===== config.mk =====
export PLATFORM = sky130hd
export DESIGN_NAME = dotted_label_name_checker_core
export DESIGN_NICKNAME = d
export VERILOG_FILES = /design/src/rtl/dlnc_pkg.sv /design/src/rtl/dlnc_classify.sv /design/src/rtl/dotted_label_name_checker_core.sv
export VERILOG_INCLUDE_DIRS = /design/src /design/src/rtl
export SDC_FILE = /design/constraint.sdc
export NUM_CORES = 1
export LEC_CHECK = 0
export BUFFER_PORTS_ARGS = -buffer_cell sky130_fd_sc_hd__buf_2
export CAP_MARGIN = 20
export CORE_MARGIN = 2
export CORE_UTILIZATION = 45
export CTS_CLUSTER_SIZE = 40
export DETAILED_ROUTE_END_ITERATION = 10
export SETUP_SLACK_MARGIN = 0.1
export SLEW_MARGIN = 5
export SYNTH_ARGS = -nofsm -noshare
export SYNTH_HDL_FRONTEND = slang
export SYNTH_SLANG_ARGS = --single-unit
export TNS_END_PERCENT = 20

===== constraint.sdc =====
create_clock -name clk -period 3.3 [get_ports clk]
set_input_delay 0.495 -clock clk [delete_from_list [all_inputs] [get_ports clk]]
set_output_delay 0.495 -clock clk [all_outputs]
set_load 0.05 [all_outputs]

===== src/rtl/dotted_label_name_checker_core_assert.svh =====
// ----------------------------------------------------------------------------
// Dotted label name checker assertion macros
// Shorthand for clocked concurrent assertions, disabled while in reset.
// ----------------------------------------------------------------------------
`ifndef DOTTED_LABEL_NAME_CHECKER_CORE_ASSERT_SVH
`define DOTTED_LABEL_NAME_CHECKER_CORE_ASSERT_SVH

// The consequent must hold in the same cycle as the antecedent.
`define DLNC_ASSERT_SAME(name, ante, cons, msg) \
    name: assert property (@(posedge clk) disable iff (!rst_n) (ante) |-> (cons)) \
        else $error(msg);

// The consequent must hold in the cycle after the antecedent.
`define DLNC_ASSERT_NEXT(name, ante, cons, msg) \
    name: assert property (@(posedge clk) disable iff (!rst_n) (ante) |=> (cons)) \
        else $error(msg);

`endif


===== src/rtl/dlnc_pkg.sv =====
// ----------------------------------------------------------------------------
// Dotted label name checker package
// Character codes, limits and the byte class shared by the checker modules.
// ----------------------------------------------------------------------------
package dlnc_pkg;

    localparam logic [7:0] DOT_CODE    = 8'h2E;
    localparam logic [7:0] HYPHEN_CODE = 8'h2D;
    localparam logic [1:0] MIN_LABEL   = 2'd3;
    localparam logic [7:0] TOTAL_MAX   = 8'hFF;

    localparam logic [7:0] MIN_LENGTH_RESET = 8'd3;
    localparam logic [7:0] MAX_LENGTH_RESET = 8'd63;

    typedef enum logic
    {
        REG_MIN_LENGTH = 1'b0,
        REG_MAX_LENGTH = 1'b1
    } cfg_index_t;

    typedef struct packed
    {
        logic is_lower;
        logic let_dig;
        logic is_dot;
        logic is_hyphen;
    } char_class_t;

endpackage


===== src/rtl/dlnc_classify.sv =====
// ----------------------------------------------------------------------------
// Dotted label name checker byte classifier
// Sorts one byte into the character classes that the label grammar uses.
// ----------------------------------------------------------------------------
module dlnc_classify
    import dlnc_pkg::*;
(
    input  logic [7:0]  char_code,
    output char_class_t char_class
);

    logic lower;
    logic digit;

    always_comb
    begin
        lower = (char_code inside {[8'h61:8'h7A]});
        digit = (char_code inside {[8'h30:8'h39]});
        char_class.is_lower  = lower;
        char_class.let_dig   = lower | digit;
        char_class.is_dot    = (char_code == DOT_CODE);
        char_class.is_hyphen = (char_code == HYPHEN_CODE);
    end

endmodule


===== src/rtl/dotted_label_name_checker_core.sv =====
// Pipeline: a byte is classified into an input register, then updates the name
// state; the verdict for a last byte then goes into the result register.
// Throughput: one byte per cycle, limited only by the result register when a
// verdict waits to be taken. Reset clears all name state, the pipeline valids
// and restores min_length to 3 and max_length to 63.
// ----------------------------------------------------------------------------
// Dotted label name checker core
// Checks a byte stream name against a dot-separated label grammar and a
// configurable total length window, giving one verdict per name.
// ----------------------------------------------------------------------------
module dotted_label_name_checker_core
    import dlnc_pkg::*;
(
    input  logic       clk,
    input  logic       rst_n,
    input  logic       cfg_we,
    input  logic       cfg_index,
    input  logic [7:0] cfg_data,
    input  logic       in_valid,
    output logic       in_stall,
    input  logic [7:0] char_code,
    input  logic       last_char,
    output logic       out_valid,
    input  logic       out_stall,
    output logic       name_ok
);

    `include "dotted_label_name_checker_core_assert.svh"

    char_class_t in_class;

    logic [7:0]  min_length_reg;
    logic [7:0]  max_length_reg;
    logic        s1_valid_reg;
    logic        s1_last_reg;
    char_class_t s1_class_reg;
    logic [7:0]  total_count_reg;
    logic [7:0]  total_count_next;
    logic [1:0]  label_count_reg;
    logic [1:0]  label_count_next;
    logic        prev_let_dig_reg;
    logic        error_seen_reg;
    logic        error_seen_next;
    logic        out_valid_reg;
    logic        name_ok_reg;
    logic        name_ok_next;
    logic        out_free;
    logic        s1_move;
    logic        in_accept;

    dlnc_classify u_classify
    (
        .char_code  (char_code),
        .char_class (in_class)
    );

    assign out_free  = !out_valid_reg || !out_stall;
    assign s1_move   = s1_valid_reg && (!s1_last_reg || out_free);
    assign in_stall  = s1_valid_reg && !s1_move;
    assign in_accept = in_valid && !in_stall;
    assign out_valid = out_valid_reg;
    assign name_ok   = name_ok_reg;

    always_comb
    begin
        total_count_next = (total_count_reg == TOTAL_MAX) ? TOTAL_MAX
                                                           : total_count_reg + 8'd1;
        error_seen_next  = error_seen_reg;
        if (label_count_reg == 2'd0)
        begin
            if (!s1_class_reg.is_lower)
            begin
                error_seen_next = 1'b1;
            end
            label_count_next = 2'd1;
        end
        else if (s1_class_reg.is_dot)
        begin
            if ((label_count_reg < MIN_LABEL) || !prev_let_dig_reg)
            begin
                error_seen_next = 1'b1;
            end
            label_count_next = 2'd0;
        end
        else
        begin
            if (!s1_class_reg.let_dig && !s1_class_reg.is_hyphen)
            begin
                error_seen_next = 1'b1;
            end
            label_count_next = (label_count_reg < MIN_LABEL) ? label_count_reg + 2'd1
                                                              : label_count_reg;
        end
        name_ok_next = !error_seen_next && !s1_class_reg.is_dot && s1_class_reg.let_dig
                       && (label_count_next == MIN_LABEL)
                       && (total_count_next >= min_length_reg)
                       && (total_count_next <= max_length_reg);
    end

    always_ff @(posedge clk or negedge rst_n)
    begin
        if (!rst_n)
        begin
            min_length_reg   <= MIN_LENGTH_RESET;
            max_length_reg   <= MAX_LENGTH_RESET;
            s1_valid_reg     <= 1'b0;
            total_count_reg  <= 8'd0;
            label_count_reg  <= 2'd0;
            prev_let_dig_reg <= 1'b0;
            error_seen_reg   <= 1'b0;
            out_valid_reg    <= 1'b0;
        end
        else
        begin
            if (cfg_we)
            begin
                case (cfg_index_t'(cfg_index))
                    REG_MIN_LENGTH: min_length_reg <= cfg_data;
                    REG_MAX_LENGTH: max_length_reg <= cfg_data;
                    default:        min_length_reg <= min_length_reg;
                endcase
            end
            if (in_accept)
            begin
                s1_valid_reg <= 1'b1;
            end
            else if (s1_move)
            begin
                s1_valid_reg <= 1'b0;
            end
            if (s1_move)
            begin
                if (s1_last_reg)
                begin
                    total_count_reg  <= 8'd0;
                    label_count_reg  <= 2'd0;
                    prev_let_dig_reg <= 1'b0;
                    error_seen_reg   <= 1'b0;
                end
                else
                begin
                    total_count_reg  <= total_count_next;
                    label_count_reg  <= label_count_next;
                    prev_let_dig_reg <= s1_class_reg.let_dig;
                    error_seen_reg   <= error_seen_next;
                end
            end
            if (s1_move && s1_last_reg)
            begin
                out_valid_reg <= 1'b1;
            end
            else if (!out_stall)
            begin
                out_valid_reg <= 1'b0;
            end
        end
    end

    always_ff @(posedge clk)
    begin
        if (in_accept)
        begin
            s1_last_reg  <= last_char;
            s1_class_reg <= in_class;
        end
        if (s1_move && s1_last_reg)
        begin
            name_ok_reg <= name_ok_next;
        end
    end

    `DLNC_ASSERT_NEXT(a_last_clears_state, s1_move && s1_last_reg,
        (total_count_reg == 8'd0) && (label_count_reg == 2'd0) && !error_seen_reg,
        "name state not cleared after the last beat")
    `DLNC_ASSERT_NEXT(a_last_gives_result, s1_move && s1_last_reg, out_valid_reg,
        "no verdict after the last beat")
    `DLNC_ASSERT_SAME(a_stall_only_when_held, in_stall, s1_valid_reg && s1_last_reg,
        "input stalled without a pending last beat")
    `DLNC_ASSERT_NEXT(a_label_stays_open,
        s1_move && !s1_last_reg && !s1_class_reg.is_dot && (label_count_reg != 2'd0),
        label_count_reg != 2'd0,
        "label count dropped to zero without a dot")

endmodule


==> flow_summary.toml <==
[outcome]
status = "finished, final reports clean"

[clock_network]
tritoncts = "built"
cts_hold_buf = 0
htree_num_levels = 2
cts_resized = 0
postCtsSetupBuffers = 0
cts_inserted_buffers = 5
worstSkewPairLatency_ns = 0.29
root_buffer = "clkbuf_8"
clk_path_buf_depth = 2
clk_pin_slew_ns = 0.08
cts.sinks = 36

[floorplanning]
coreArea_um2 = 4444
die-height_um = 72.65
dieArea_um2 = 5278
rows = 24
initial_core_util_pct = 47.72
die_x_um = 72.65
boundaryPins = 26

[yosys]
yosysSeqAreaShare_pct = 44.37
ys_warn_count = 0
avgSynthCellArea_um2 = 9.910
synth-seq-cells = 36
synth_edf_count = 6
synth.cell_area_um2 = 2121
synth_ff_type = "dfrtp_1"
async_flop_share_pct = 83.33
syn_inst = 214
syn_nets = 254
synth.distinct_cells = 46

[global_routing]
gr-max-usage-layer = "met2"
grt_pass1_wl_um = 6969
grt_overflow_total = 0
grt_max_degree = 31
grt_util_all_layers_pct = 17.00
met3_usage_pct = 4.144
antenna_found_initial = 0
first_global_vias = 1571
use_met1_pct = 23.38
met2_usage_pct = 26.97

[finish]
area_growth_syn_to_layout_pct = 11.74
multiInputGateArea_um2 = 1074
final_nets = 281
fillers = 425
regArea_um2 = 940.9
drive_gt1_share_pct = 22.73
antenna_cells = 0

[critical_path]
critPathLaunchType = "flop"
slowest_stage = "a2111oi_0"
crit-reg2reg-capture = "name_ok"
cpMostUsedCell = "ha_1"
crit_required_ns = 3.34
r2r_slack_ns = 0.53
cp_top_family = "simple AND/OR/NAND/NOR gates"
startpoint = "total_count_reg[0]"
critical_path_arrival_ns = 2.82
crit_type = "reg -> reg"
worstSetupEndpointType = "flop"
max_stage_delay_ns = 0.41
r2r-start = "total_count_reg[0]"
worstPathCellList = "ha_1 -> and4_1 -> nand4_4 -> and2_2 -> ha_1 -> nand2b_1 -> a2111oi_0 -> o31a_1 -> nor4_1"
rr_worst_depth = 9
critPathBufInv = 0
crit_fanout = 11

[sta]
worst_pin_slew_ns = 0.6927
max_slew_margin_pct = 53.82
setup_viol = 0
drv_slew = 0
whs_ns = 0.2402
rsz0062_at_grt = "false"
final.setup.tns_ns = 0
fin_skew_ns = 0.007648
finalHoldViolCount = 0
fmax_mhz = 360.6
fin_crit_sh_pct = 84.04
period_needed_ns = 2.773

[drt]
ant_nets = 0
drt_iter0_drc = 52
drc_errors = 0
routed_via_density = 5.412
vias = 1591
drt-total-wl_um = 3967
wire_per_inst_um = 13.49
dr.pass1.iters = 4

[power_and_ir_drop]
pwr-share-clk_pct = 29.8
switching_share_pct = 28.81
pwr-share-comb_pct = 20.4
intPower_uw = 784.3
p_switching_uw = 317.4
pwr-share-seq_pct = 49.7
powerDensity_nw_per_um2 = 464.9
p_leak_nw = 1.143
vdd_drop_max_v = 0.0002306

[place]
port_buffers = 25
place_congestion = 0.8261
place_hpwl_um = 3007

[min_path]
hold_path_class = "in -> async"

[job]
maxCapViolCount = 0
cells in the final DEF, fill, tap and decap left out, types with 3 or more instances in the layout:
cell type,n
o21a_1,3
a21o_1,3
nor2b_1,6
a31oi_1,4
nand2b_1,5
nand3_1,4
mux2_2,9
nor4_1,3
nand3b_1,3
nand2_1,25
buf_2,25
dfrtp_1,22
ha_1,17
nor2_1,8
inv_1,18
a21oi_1,13
o21ai_0,14
nand4_1,5
clkbuf_8,6
dfstp_2,8
edfxtp_1,6
per-layer routing:
| layer | share of wire [%] | routed length, um |
|---|---|---|
| met5 | 0 | 0 |
| met4 | 1.2 | 48 |
| met3 | 3.5 | 138 |
| met2 | 44 | 1742 |
| met1 | 51 | 2037 |
layout make-up:
type                    instances  share of cell area, %
multi-input cells             154                  45.30
flip-flops and latches         36                  39.70
repair buffers                 26                  5.597
clock buffers                   8                  3.801
inverters                      18                  2.851
well taps                      52                  2.746
through the flow:
step,worst slack (ns),power (mW),utilization [%],instance area [um^2],std cells
final,0.5268,1.102,53.32,2370,294
after global routing,0.3252,1.181,53.32,2370,294
after global placement,0.6119,0.7807,51.30,2280,286
after detailed placement,0.5251,0.7840,51.30,2280,286
after floorplan,0.8784,0.7119,-,2121,214
after CTS,0.5156,1.113,53.32,2370,294
how the worst max path moves through the flow:
| stage | cells past startpoint | end | slack, ns |
|---|---|---|---|
| floorplan | 10 | name_ok | 0.88 |
| global placement | 9 | name_ok | 0.61 |
| detailed placement | 9 | name_ok | 0.53 |
| CTS | 9 | name_ok | 0.52 |
| global route | 9 | name_ok | 0.33 |
| finish | 9 | name_ok | 0.53 |
synthesized netlist by cell type, types with 2 or more instances:
library cell	count	area share, %
a21boi_0	2	0.71
nor2_1	8	1.4
a21oi_2	2	0.83
inv_1	18	3.2
and3_1	2	0.59
o21ai_0	14	3.3
dfstp_2	8	9.9
a31oi_1	4	1.2
o22a_1	2	0.83
nor4_1	3	0.89
dfrtp_1	22	26
ha_1	17	10
nor3b_1	2	0.71
nand2b_1	5	1.5
nor2b_1	6	1.8
clkbuf_1	3	0.53
nand4_1	5	1.5
a21oi_1	13	3.1
edfxtp_1	6	8.5
nand3_1	4	0.94
nand2_1	25	4.4
a21o_1	3	1.1
xnor2_1	2	0.83
a31o_1	2	0.83
buf_6	2	1.1
nand3b_1	3	1.1
mux2_2	9	4.8
and2_1	2	0.59
o21a_1	3	1.1
power by group through the flow:
stage / Sequential (mW) / Combinational [mW] / Clock, mW
finish: 0.548 / 0.225 / 0.329
global route: 0.555 / 0.267 / 0.358
CTS: 0.548 / 0.228 / 0.336
detailed placement: 0.557 / 0.227 / 0
global placement: 0.555 / 0.226 / 0
floorplan: 0.551 / 0.161 / 0
logic make-up (layout without fill, tap and decap cells):
| kind of cell | count (synthesis) | after routing | share of synthesized area, % |
|---|---|---|---|
| compound gates | 54 | 54 | 16.46 |
| xor+xnor | 3 | 3 | 1.239 |
| simple gates | 71 | 71 | 18.11 |
| flops | 36 | 36 | 44.37 |
| mux | 9 | 9 | 4.779 |
| fa+ha+maj | 17 | 17 | 10.03 |
| buf+inv | 24 | 52 | 5.014 |
(Power assumes the default switching activity.)
